===== src/design/mlbt_pkg.sv =====
// Shared types, constants and helpers of the markup byte tokenizer.
package mlbt_pkg;

  localparam int unsigned LineBits    = 16;
  localparam int unsigned LineOutBits = 16;
  localparam int unsigned FifoDepth   = 4;
  localparam int unsigned PtrBits     = $clog2(FifoDepth);

  localparam logic [7:0] ChNul    = 8'h00;
  localparam logic [7:0] ChTab    = 8'h09;
  localparam logic [7:0] ChNl     = 8'h0A;
  localparam logic [7:0] ChFf     = 8'h0C;
  localparam logic [7:0] ChCr     = 8'h0D;
  localparam logic [7:0] ChSpace  = 8'h20;
  localparam logic [7:0] ChQuote  = 8'h22;
  localparam logic [7:0] ChHash   = 8'h23;
  localparam logic [7:0] ChComma  = 8'h2C;
  localparam logic [7:0] ChMinus  = 8'h2D;
  localparam logic [7:0] ChDot    = 8'h2E;
  localparam logic [7:0] ChColon  = 8'h3A;
  localparam logic [7:0] ChEqual  = 8'h3D;
  localparam logic [7:0] ChLBrack = 8'h5B;
  localparam logic [7:0] ChRBrack = 8'h5D;
  localparam logic [7:0] ChUscore = 8'h5F;

  typedef enum logic [2:0] {
    MODE_IDLE,
    MODE_IDENT,
    MODE_INT,
    MODE_FRAC,
    MODE_STR,
    MODE_CMT
  } mode_e;

  typedef enum logic [3:0] {
    KIND_EOF,
    KIND_EQUAL,
    KIND_COLON,
    KIND_LBRACKET,
    KIND_RBRACKET,
    KIND_COMMA,
    KIND_STRING,
    KIND_IDENT,
    KIND_END,
    KIND_FALSE,
    KIND_TRUE,
    KIND_UINT,
    KIND_SINT,
    KIND_FLOAT
  } kind_e;

  typedef enum logic [1:0] {
    ERR_NONE,
    ERR_BAD_CHAR,
    ERR_UNTERM_STR,
    ERR_MULTILINE_STR
  } err_e;

  typedef struct packed {
    kind_e                  kind;
    logic [7:0]             text_byte;
    logic                   text_valid;
    logic                   token_done;
    logic [LineOutBits-1:0] line_no;
    err_e                   error_code;
    logic                   last;
  } res_t;

  typedef struct packed {
    logic valid0;
    logic valid1;
    res_t res0;
    res_t res1;
  } step_out_t;

  // The line counter is reported clipped to the width of the result field.
  function automatic logic [LineOutBits-1:0] line_report(logic [LineBits-1:0] v);
    logic [LineBits+LineOutBits-1:0] w;
    w = {{LineOutBits{1'b0}}, v};
    if (w > (LineBits + LineOutBits)'({LineOutBits{1'b1}})) begin
      return '1;
    end
    return w[LineOutBits-1:0];
  endfunction

endpackage


===== src/design/mlbt_res_fifo.sv =====
// Result queue: takes up to two results per cycle, hands out one per beat.
module mlbt_res_fifo (
  input  logic             clk_i,
  input  logic             rst_ni,
  input  logic             push0_i,
  input  logic             push1_i,
  input  mlbt_pkg::res_t   res0_i,
  input  mlbt_pkg::res_t   res1_i,
  output logic             space_o,
  output logic             valid_o,
  input  logic             ready_i,
  output mlbt_pkg::res_t   res_o
);
  import mlbt_pkg::*;

  res_t               mem_q [FifoDepth];
  logic [PtrBits-1:0] wr_q, wr_d;
  logic [PtrBits-1:0] rd_q, rd_d;
  logic [PtrBits:0]   cnt_q, cnt_d;
  logic               pop;

  assign pop     = (cnt_q != '0) && ready_i;
  assign valid_o = (cnt_q != '0);
  assign res_o   = mem_q[rd_q];
  // Room for the two results that one byte may cause.
  assign space_o = (cnt_q <= (PtrBits + 1)'(FifoDepth - 2));

  always_comb begin
    wr_d  = wr_q + PtrBits'(push0_i) + PtrBits'(push1_i);
    rd_d  = rd_q + PtrBits'(pop);
    cnt_d = cnt_q + (PtrBits + 1)'(push0_i) + (PtrBits + 1)'(push1_i) - (PtrBits + 1)'(pop);
  end

  always_ff @(posedge clk_i) begin
    if (push0_i) begin
      mem_q[wr_q] <= res0_i;
    end
    if (push1_i) begin
      mem_q[wr_q + PtrBits'(1)] <= res1_i;
    end
  end

  always_ff @(posedge clk_i or negedge rst_ni) begin
    if (!rst_ni) begin
      wr_q  <= '0;
      rd_q  <= '0;
      cnt_q <= '0;
    end else begin
      wr_q  <= wr_d;
      rd_q  <= rd_d;
      cnt_q <= cnt_d;
    end
  end

endmodule


===== src/design/mlbt_lex_step.sv =====
// Lexer state and the per-byte rule that yields up to two results.
module mlbt_lex_step (
  input  logic                 clk_i,
  input  logic                 rst_ni,
  input  logic                 fire_i,
  input  logic [7:0]           char_i,
  output mlbt_pkg::step_out_t  step_o
);
  import mlbt_pkg::*;

  mode_e               mode_q, mode_d;
  logic                minus_q, minus_d;
  logic [2:0]          hits_q, hits_d;
  logic [2:0]          len_q, len_d;
  logic [LineBits-1:0] line_q, line_d;
  logic                halted_q, halted_d;

  logic  line_bump;
  logic  first_v, idle_run, idle_v;
  logic  punct_hit;
  kind_e punct_kind;
  res_t  base_r, first_r, idle_r;

  function automatic logic is_letter(logic [7:0] c);
    return (c >= "a" && c <= "z") || (c >= "A" && c <= "Z") || c == ChUscore;
  endfunction

  function automatic logic is_digit(logic [7:0] c);
    return c >= "0" && c <= "9";
  endfunction

  function automatic logic is_space(logic [7:0] c);
    return c == ChNl || c == ChTab || c == ChFf || c == ChCr || c == ChSpace;
  endfunction

  // Bit 0 end, bit 1 False, bit 2 True: set where c matches at this position.
  function automatic logic [2:0] kw_match(logic [2:0] len, logic [7:0] c);
    logic [2:0] m;
    m[0] = (len == 3'd0 && c == "e") || (len == 3'd1 && c == "n") ||
           (len == 3'd2 && c == "d");
    m[1] = (len == 3'd0 && c == "F") || (len == 3'd1 && c == "a") ||
           (len == 3'd2 && c == "l") || (len == 3'd3 && c == "s") ||
           (len == 3'd4 && c == "e");
    m[2] = (len == 3'd0 && c == "T") || (len == 3'd1 && c == "r") ||
           (len == 3'd2 && c == "u") || (len == 3'd3 && c == "e");
    return m;
  endfunction

  function automatic kind_e ident_kind(logic [2:0] hits, logic [2:0] len);
    if (hits[0] && len == 3'd3) begin
      return KIND_END;
    end
    if (hits[1] && len == 3'd5) begin
      return KIND_FALSE;
    end
    if (hits[2] && len == 3'd4) begin
      return KIND_TRUE;
    end
    return KIND_IDENT;
  endfunction

  always_comb begin
    punct_hit  = 1'b1;
    punct_kind = KIND_EOF;
    case (char_i)
      ChEqual:  punct_kind = KIND_EQUAL;
      ChColon:  punct_kind = KIND_COLON;
      ChLBrack: punct_kind = KIND_LBRACKET;
      ChRBrack: punct_kind = KIND_RBRACKET;
      ChComma:  punct_kind = KIND_COMMA;
      default:  punct_hit = 1'b0;
    endcase
  end

  always_comb begin
    base_r         = '0;
    base_r.line_no = line_report(line_q);

    mode_d    = mode_q;
    minus_d   = minus_q;
    hits_d    = hits_q;
    len_d     = len_q;
    halted_d  = halted_q;
    line_bump = 1'b0;
    first_v   = 1'b0;
    first_r   = base_r;
    idle_run  = 1'b0;
    idle_v    = 1'b0;
    idle_r    = base_r;

    if (!halted_q) begin
      unique case (mode_q)
        MODE_IDENT: begin
          if (is_letter(char_i)) begin
            hits_d             = hits_q & kw_match(len_q, char_i);
            len_d              = (len_q == 3'd7) ? len_q : len_q + 3'd1;
            first_v            = 1'b1;
            first_r.text_byte  = char_i;
            first_r.text_valid = 1'b1;
          end else begin
            first_v            = 1'b1;
            first_r.kind       = ident_kind(hits_q, len_q);
            first_r.token_done = 1'b1;
            idle_run           = 1'b1;
          end
        end
        MODE_INT: begin
          if (is_digit(char_i) || char_i == ChDot) begin
            if (char_i == ChDot) begin
              mode_d = MODE_FRAC;
            end
            first_v            = 1'b1;
            first_r.text_byte  = char_i;
            first_r.text_valid = 1'b1;
          end else begin
            first_v            = 1'b1;
            first_r.kind       = minus_q ? KIND_SINT : KIND_UINT;
            first_r.token_done = 1'b1;
            minus_d            = 1'b0;
            idle_run           = 1'b1;
          end
        end
        MODE_FRAC: begin
          if (is_digit(char_i)) begin
            first_v            = 1'b1;
            first_r.text_byte  = char_i;
            first_r.text_valid = 1'b1;
          end else begin
            first_v            = 1'b1;
            first_r.kind       = KIND_FLOAT;
            first_r.token_done = 1'b1;
            minus_d            = 1'b0;
            idle_run           = 1'b1;
          end
        end
        MODE_STR: begin
          first_v = 1'b1;
          if (char_i == ChQuote) begin
            first_r.kind       = KIND_STRING;
            first_r.token_done = 1'b1;
            mode_d             = MODE_IDLE;
          end else if (char_i == ChNul) begin
            first_r.error_code = ERR_UNTERM_STR;
            halted_d           = 1'b1;
            mode_d             = MODE_IDLE;
          end else if (char_i == ChNl) begin
            first_r.error_code = ERR_MULTILINE_STR;
            halted_d           = 1'b1;
            mode_d             = MODE_IDLE;
          end else begin
            first_r.text_byte  = char_i;
            first_r.text_valid = 1'b1;
          end
        end
        MODE_CMT: begin
          if (char_i == ChNl) begin
            line_bump = 1'b1;
            mode_d    = MODE_IDLE;
          end else if (char_i == ChNul) begin
            idle_run = 1'b1;
          end
        end
        default: begin
          idle_run = 1'b1;
        end
      endcase

      // A byte that ends an identifier or a number is lexed again from idle.
      if (idle_run) begin
        mode_d = MODE_IDLE;
        if (is_space(char_i)) begin
          line_bump = (char_i == ChNl);
        end else if (char_i == ChNul) begin
          idle_v            = 1'b1;
          idle_r.kind       = KIND_EOF;
          idle_r.token_done = 1'b1;
        end else if (is_digit(char_i) || char_i == ChMinus) begin
          mode_d            = MODE_INT;
          minus_d           = (char_i == ChMinus);
          idle_v            = 1'b1;
          idle_r.text_byte  = char_i;
          idle_r.text_valid = 1'b1;
        end else if (is_letter(char_i)) begin
          mode_d            = MODE_IDENT;
          hits_d            = kw_match(3'd0, char_i);
          len_d             = 3'd1;
          idle_v            = 1'b1;
          idle_r.text_byte  = char_i;
          idle_r.text_valid = 1'b1;
        end else if (char_i == ChHash) begin
          mode_d = MODE_CMT;
        end else if (char_i == ChQuote) begin
          mode_d = MODE_STR;
        end else if (punct_hit) begin
          idle_v            = 1'b1;
          idle_r.kind       = punct_kind;
          idle_r.text_byte  = char_i;
          idle_r.text_valid = 1'b1;
          idle_r.token_done = 1'b1;
        end else begin
          idle_v            = 1'b1;
          idle_r.error_code = ERR_BAD_CHAR;
          halted_d          = 1'b1;
        end
      end
    end

    line_d = (line_bump && line_q != '1) ? line_q + LineBits'(1) : line_q;

    step_o.valid0    = first_v | idle_v;
    step_o.valid1    = first_v & idle_v;
    step_o.res0      = first_v ? first_r : idle_r;
    step_o.res0.last = !(first_v && idle_v);
    step_o.res1      = idle_r;
    step_o.res1.last = 1'b1;
  end

  always_ff @(posedge clk_i or negedge rst_ni) begin
    if (!rst_ni) begin
      mode_q   <= MODE_IDLE;
      minus_q  <= 1'b0;
      hits_q   <= 3'b111;
      len_q    <= 3'd0;
      line_q   <= '0;
      halted_q <= 1'b0;
    end else if (fire_i) begin
      mode_q   <= mode_d;
      minus_q  <= minus_d;
      hits_q   <= hits_d;
      len_q    <= len_d;
      line_q   <= line_d;
      halted_q <= halted_d;
    end
  end

`ifndef NO_ASSERTIONS
  a_halted_silent: assert property (@(posedge clk_i) disable iff (!rst_ni)
    halted_q |-> !step_o.valid0)
    else $error("halted lexer produced a result");

  a_error_alone: assert property (@(posedge clk_i) disable iff (!rst_ni)
    (step_o.valid0 && step_o.res0.error_code != ERR_NONE) |-> !step_o.valid1)
    else $error("error result followed by a second result");

  a_error_halts: assert property (@(posedge clk_i) disable iff (!rst_ni)
    (fire_i && step_o.valid0 && step_o.res0.error_code != ERR_NONE) |=> halted_q)
    else $error("error beat did not halt the lexer");

  a_ident_len: assert property (@(posedge clk_i) disable iff (!rst_ni)
    (mode_q == MODE_IDENT) |-> (len_q != 3'd0))
    else $error("identifier mode with empty identifier");
`endif

endmodule


===== src/design/markup_lexer_byte_tokenizer.sv =====
// Top level of the markup byte tokenizer: lexer step and result queue.
//
//  channel  | dir | tdata                                  | tuser  | tlast
//  s_axis   | in  | [7:0] char_in                          | -      | -
//  m_axis   | out | text_byte, text_valid, token_done,     | kind   | last_of_run
//           |     | line_no, error_code                    |        |
//
// One source byte is taken per cycle while s_axis_tready is high; each byte is
// lexed in the cycle it is accepted and yields zero, one or two result beats.
// The four-entry result queue sets the rate: s_axis_tready is high while the
// queue has room for two results, so with m_axis_tready high, one-beat bytes stream
// at one per cycle and two-beat bytes are drained at one beat per cycle.
// Reset clears the lexer state, the line counter, the halt flag and the queue.
// A stalled m_axis holds its beat; s_axis stalls once the queue lacks room for two results.
module markup_lexer_byte_tokenizer (
  input  logic        clk_i,
  input  logic        rst_ni,
  input  logic        s_axis_tvalid,
  output logic        s_axis_tready,
  input  logic [7:0]  s_axis_tdata,   // [7:0] char_in
  output logic        m_axis_tvalid,
  input  logic        m_axis_tready,
  // [7:0] text_byte, [8] text_valid, [9] token_done, [25:10] line_no,
  // [27:26] error_code, [31:28] zero
  output logic [31:0] m_axis_tdata,
  output logic [3:0]  m_axis_tuser,   // [3:0] kind
  output logic        m_axis_tlast    // last_of_run
);
  import mlbt_pkg::*;

  logic      fire;
  logic      space;
  step_out_t step;
  res_t      head;

  assign s_axis_tready = space;
  assign fire          = s_axis_tvalid && space;

  mlbt_lex_step u_step (
    .clk_i  (clk_i),
    .rst_ni (rst_ni),
    .fire_i (fire),
    .char_i (s_axis_tdata),
    .step_o (step)
  );

  mlbt_res_fifo u_fifo (
    .clk_i   (clk_i),
    .rst_ni  (rst_ni),
    .push0_i (fire && step.valid0),
    .push1_i (fire && step.valid1),
    .res0_i  (step.res0),
    .res1_i  (step.res1),
    .space_o (space),
    .valid_o (m_axis_tvalid),
    .ready_i (m_axis_tready),
    .res_o   (head)
  );

  assign m_axis_tdata = {4'b0000, head.error_code, head.line_no, head.token_done,
                         head.text_valid, head.text_byte};
  assign m_axis_tuser = head.kind;
  assign m_axis_tlast = head.last;

endmodule


===== config.mk =====
export PLATFORM = sky130hd
export DESIGN_NAME = markup_lexer_byte_tokenizer
export DESIGN_NICKNAME = d
export VERILOG_FILES = /design/src/design/mlbt_pkg.sv /design/src/design/mlbt_res_fifo.sv /design/src/design/mlbt_lex_step.sv /design/src/design/markup_lexer_byte_tokenizer.sv
export SDC_FILE = /design/constraint.sdc
export NUM_CORES = 1
export LEC_CHECK = 0
export ABC_AREA = 1
export BUFFER_PORTS_ARGS = -buffer_cell sky130_fd_sc_hd__buf_4
export CORE_MARGIN = 3
export CORE_UTILIZATION = 23
export CTS_CLUSTER_DIAMETER = 40
export CTS_CLUSTER_SIZE = 25
export DETAILED_ROUTE_END_ITERATION = 6
export PLACE_DENSITY = 0.43
export SLEW_MARGIN = 30
export SYNTH_ARGS = -nofsm -noshare
export SYNTH_HDL_FRONTEND = slang
export SYNTH_HIERARCHICAL = 1
export SYNTH_SLANG_ARGS = --single-unit

===== constraint.sdc =====
create_clock -name clk_i -period 5.2 [get_ports clk_i]
set_clock_uncertainty 0.2 [all_clocks]
set_input_delay 1.3 -clock clk_i [delete_from_list [all_inputs] [get_ports clk_i]]
set_output_delay 1.3 -clock clk_i [all_outputs]
set_load 0.02 [all_outputs]

After elaboration in Yosys (flattened, before gate mapping)

Memory sizes are Yosys's and may differ from the RTL's.
Index checks and enable logic that the tools add are counted.

Reduce and logical (&&, ||, !) cells: 51
$lt $le $gt $ge: 7
Mux-type cells: 140
$add $sub $neg: 9
Bitwise operators: 4
Eq/ne operators: 39

Operators with widths:

| cell                  | count |
|---|---|
| $eq 8x7->1 const B    | 13 |
| $mux 14               | 7 |
| $mux 3                | 29 |
| $mux 9                | 9 |
| $eq 8x6->1 const B    | 8 |
| $mux 1                | 64 |
| $pmux 14 s4           | 1 |
| $mux 4                | 12 |
| $mux 33               | 1 |
| $eq 8x4->1 const B    | 4 |
| $mux 2                | 13 |
| $logic_and 1x1->1     | 24 |
| $logic_or 1x1->1      | 17 |
| $add 16x1->16 const B | 1 |
| $ge 8x7->1 const B    | 2 |
| $le 8x7->1 const B    | 2 |
| $ne 16x16->1 const B  | 1 |
| $eq 3x3->1 const B    | 5 |
| $pmux 3 s5            | 1 |
| $eq 3x2->1 const B    | 4 |
| $pmux 3 s3            | 1 |
| $ge 8x6->1 const B    | 1 |
| $le 8x6->1 const B    | 1 |
| $logic_not 8->1       | 1 |
| other kinds (22)      | 28 |

Input port bits: 12
Memories kept: 1
Bits in writable memories: 132
Logic and storage cells: 260
Output and inout port bits: 39
Bits in registers: 34

Memories:

| memory       | depth | width | read ports | clocked after memory_dff | wr ports | line                | source |
|---|---|---|---|---|---|---|---|
| u_fifo.mem_q | 4     | 33    | 1          | 0                        | 2        | mlbt_res_fifo.sv:16 | `res_t mem_q [FifoDepth];` |

Longest topological paths before layout

Depth after elaboration: 23
Gate-level depth with buffers: 26
Depth with buffers taken out: 22

By module

Netlist, hierarchy kept.

By module, submodules not included:

| module                      | cells each | times used | area an instance (µm²) | sequential area each (µm²) |
|---|---|---|---|---|
| mlbt_res_fifo               | 1001       | 1          | 7876.3                 | 4139.0 |
| mlbt_lex_step               | 453        | 1          | 2839.0                 | 679.4 |
| markup_lexer_byte_tokenizer | 11         | 1          | 56.3                   | 0.0 |

Worst setup path before layout

OpenSTA, ideal clock, no wires.

Path kind: input -> register
Start: in s_axis_tdata[3]
End: reg u_fifo.cnt_q[2]
Setup time: 0.123 ns
Data required time: 4.877 ns
Stages on the path: 23
Path buffers: 4
Arrival: 4.717 ns
Path slack: 0.160 ns
Cell sequence: buf_6 nor2_2 nand2_1 nand2_1 nand2_2 a21oi_4 nand2_2 nand4_4 nand2_4 inv_2 nand2_1 nor2_1 inv_1 nor2_1 buf_2 buf_2 clkbuf_1 inv_1 ha_1 inv_1 fa_1 fa_1 xnor2_1

RTL lines:

| what                   | line                              | source |
|---|---|---|
| start: declaration     | markup_lexer_byte_tokenizer.sv:20 | `input logic [7:0] s_axis_tdata,` |
| end signal: assignment | mlbt_res_fifo.sv:51               | `cnt_q <= cnt_d;` |
| end: declaration       | mlbt_res_fifo.sv:19               | `logic [PtrBits:0] cnt_q, cnt_d;` |

==> results by stage <==
Clocking:
- The maximum level of the CTS H-tree is 4.
- After clock tree synthesis, the clock-pin slew on the worst setup and hold paths is approximately 0.070 ns.
- The clock drives approximately 170 sinks.
- The number of buffers created by CTS is 17.
- The number of setup buffers added after CTS is 0.
- TritonCTS built the clock tree.
- Hold repair after CTS inserted 0 buffers.
- Counting along the longest clock path gives a buffer depth of 2.
- The clock latency of the later-clocked register in the worst-skew pair is between 0.4 and 0.5 ns.
- The post-cts repair resize count is 0.
- The master cell of the clock root buffer is clkbuf_16.

Route:
- The total routed wirelength is between 30 and 40 mm.
- The initial DRC count is approximately 560.
- The remaining number of nets flagged by the antenna check after routing is 0.
- The number of search-and-repair iterations in the first detailed-routing pass is 5.
- The final routed DRC violation total is 0.
- Across all layers, the routed design uses 9108 vias.
- In the final routed layout, each cell accounts on average for 16.0 um.
- The via-per-instance ratio is about 4.4.

Placement:
- The final RePlAce weighted congestion is slightly above 0.8.
- Port buffering added between 40 and 50 buffers.
- Detailed placement finished with a half-perimeter wire length of ~21 mm.
- The pre-CTS setup slack is roughly 0.47 ns.

STA:
- The number of hold violations in the final report is 0.
- For the pin with the worst max-slew slack, the measured transition is between 0.9 and 1 ns.
- The final count of negative-setup-slack endpoints is 0.
- The final period demand of the worst path is roughly 4.3 ns.
- In the final timing run, aggregate negative setup slack is 0 ns.
- The worst path setup slack after routing is between 0.9 and 1 ns.
- Of the available clock period, the critical path in the final layout requires 82.3%.
- The timing-limited maximum frequency is ~230 MHz.
- Setup repair after global routing left no endpoint under its margin.
- The max-slew violation count is 0.
- Measured against its own limit, the worst slew margin works out to approximately 39%.

Job:
- The number of maximum-capacitance violations is 0.

Power and ir drop:
- The standby leakage power is between 5 and 6 nW.
- VDD sags by at most ~0.19 mV.
- The power density of the placed cells is ~320 nW/um^2.

Synthesis:
- Yosys mapped the design onto 44 distinct sky130hd cell types.
- After synthesis the netlist holds a flip-flop and latch count of about 170.
- The share of synthesized area in the top cell type comes to a little under two fifths.
- The proportion of register bits with asynchronous set or reset after synthesis is 20.5%.
- The dominant synthesized flop cell is edfxtp_1.
- The gate count after technology mapping is roughly 1500.
- Sequential elements use between 40 and 50% of the synthesized area.
- In this run, synthesis inferred approximately 130 flip-flops with an integrated enable.
- Summing every instance area after synthesis gives ~11000 sq um.
- Dividing the synthesized area by the synthesized cell count gives between 7 and 8 sq um.
- By area the synthesized netlist is led by edfxtp_1 37%, nand2_1 18%, inv_1 8.1%.
- edfxtp_1 takes more of the synthesized area than any other cell.
- During synthesis, Yosys emitted a total of 6 warnings.

Worst setup path:
- The worst setup path is launched from an input port.
- The endpoint kind of the worst setup timing path is a flop.
- In this design, the stage delay of the slowest critical-path cell is slightly above 0.4 ns.
- For the worst setup path, the data arrival time is between 4 and 5 ns.
- The worst setup path is of the in -> reg kind.
- For this design, the slowest cell found on the critical path is fa_1.
- The signal on the critical path passes through buf_4 > nor2_1 > nand2_1 > nand2_1 > nand2_2 > a21oi_4 > nand2_2 > nand4_4 > nand2_4 > inv_2 > nand2_1 > nor2_1 > inv_1 > nor2_4 > inv_1 > ha_1 > inv_1 > fa_1 > fa_1 > xnor2_1.
- Along the worst path, the maximum fanout reaches 6.
- The total buffers and inverters traversed by the critical path is 5.
- The cell family contributing the most delay on the critical path is simple AND/OR/NAND/NOR gates.
- The required arrival time at the worst endpoint is roughly 5.3 ns.

Final layout:
- The share of cells above drive strength 1 is about a tenth.
- The final layout net count is approximately 1500.
- 0 antenna diodes ended up in the layout.
- The area overhead of the layout relative to synthesis is 13.2%.

Global route:
- The first global-routing pass estimated around 53 mm of wire.
- Entering global routing, the biggest net connects about 110 pins.
- The initial antenna violation count was 0.
- The via count of the first global-routing pass is between 8000 and 9000.
- The total overflow left after global routing is 0.
- Across every metal layer, demand over resource in global routing totals a little over an eighth.

Floorplan:
- The die covers roughly 49000 sq um.
- From bottom edge to top edge, the die measures around 220 um.
- The I/O pin count is 51.
- The initial cell density of the core is about a quarter.
- The standard cell core area is around 46000 sq um.
- The standard-cell row count is 78.
- The horizontal extent of the die is between 200 and 250 um.

Worst hold path:
- The worst min-delay path category is reg -> reg.

Outcome:
- The flow ran to the end, and the final reports show no timing, DRC or antenna violations.
[area by class of cell]
type                    instances  area [sq um]
clock buffers                  18           429
clock inverters                14           139
fillers                      4923         33600
inverters                     249           935
multi-input cells             960          4540
flip-flops and latches        166          4820
well taps                     600           751
repair buffers                 71           586
[worst register-to-register path: stages (launching register included)]
cell	delay, ns
dfrtp_1	0.44
nor2_1	0.14
nand2_1	0.18
inv_1	0.15
nor3_1	0.07
nor2_1	0.37
inv_1	0.27
nor2_1	0.22
inv_1	0.09
nor2_4	0.14
inv_1	0.06
ha_1	0.27
inv_1	0.05
fa_1	0.41
fa_1	0.41
xnor2_1	0.13
[Yosys cell counts (2+ instances only)]
cell / number
nand4_1: 76
nor3_4: 3
xor2_1: 10
nand3b_1: 2
inv_1: 233
nor2_1: 67
conb_1: 3
nand3_1: 129
nor3_1: 12
o21ai_0: 20
nand2_1: 523
o21ai_1: 43
nand2_4: 4
dfstp_2: 3
buf_4: 28
o22ai_1: 3
nand2_2: 7
edfxtp_1: 132
a21oi_1: 11
o221ai_1: 2
buf_1: 6
dfrtp_1: 31
xnor2_1: 5
inv_2: 14
nand3_2: 3
fa_1: 3
clkbuf_1: 23
nor2_2: 5
buf_2: 37
nor2_4: 4
clkinv_1: 2
nand4_4: 2
ha_1: 8
[sequential cells by signal (all words and copies together), names as in the netlist]
register and cells:
u_fifo/cnt_q 3, u_fifo/mem_q 132, u_fifo/rd_q 2, u_fifo/wr_q 2, u_step/halted_q 1, u_step/hits_q 3
u_step/len_q 3, u_step/line_q 16, u_step/minus_q 1, u_step/mode_q 3
[metrics by stage]
step           area, sq um  util, %  std cells  power, mW  hold WS (ns)
4_1_cts              12200     26.6       2078       4.01         0.291
3_3_place_gp         11600     25.3       2044       2.73         0.279
5_1_grt              12200     26.6       2078       4.14         0.322
6_report             12200     26.6       2078       3.92         0.291
3_5_place_dp         11600     25.4       2046       2.73         0.278
2_1_floorplan        10800        -       1470       2.19         0.261
[cell families after synthesis]
group | synth area share, %
adder cells (fa/ha/maj) | 1.49
buffers and inverters | 13.5
AO/OA/AOI/OAI | 4.27
flip-flops | 44.7
XOR/XNOR | 1.22
AND/OR/NAND/NOR | 34.7
other | 0.105
[layout by cell type, fill, tap and decap left out, types with 8 or more instances in the layout]
master and instances:
conb_1 8, edfxtp_1 132, nor3_1 12, nand3_1 128, o21ai_1 43, nand4_1 76
a21oi_1 11, inv_2 15, nand2_2 8, dfrtp_1 30, o21ai_0 20, nor2_1 66
ha_1 8, inv_1 232, xor2_1 10, nand2_1 522, clkbuf_16 17, buf_4 68
[path summary, 6_finish.rpt]
path | cells past startpoint | to | slack, ns | start
worst max-delay path | 20 | u_fifo/cnt_q[2] | 0.92 | s_axis_tdata[1]
min in group asynchronous | 1 | u_step/len_q[1] | 0.63 | rst_ni
worst min register to register | 2 | u_step/hits_q[1] | 0.29 | u_step/hits_q[1]
max in group asynchronous | 1 | u_fifo/rd_q[0] | 3.76 | rst_ni
worst min-delay path | 2 | u_step/hits_q[1] | 0.29 | u_step/hits_q[1]
worst max register to register | 15 | u_fifo/cnt_q[2] | 1.48 | u_step/mode_q[1]
[power by group]
group          leakage, nW  switching [mW]  total, mW  internal, mW
Clock                0.276           0.591       1.27         0.674
Combinational         4.21           0.825       1.20         0.375
Sequential            1.35          0.0159       1.45          1.44
Total                 5.84            1.43       3.92          2.49
[layer usage]
| metal | vias to the layer above | track usage [%] | share of wire [%] |
|---|---|---|---|
| li1 | 4634 | - | - |
| met5 | - | 0 | 0 |
| met4 | 0 | 2.63 | 0.81 |
| met3 | 16 | 1.77 | 3.4 |
| met2 | 164 | 23.8 | 49 |
| met1 | 4294 | 18.2 | 47 |
No activity file was read; power rests on OpenSTA's default activity.
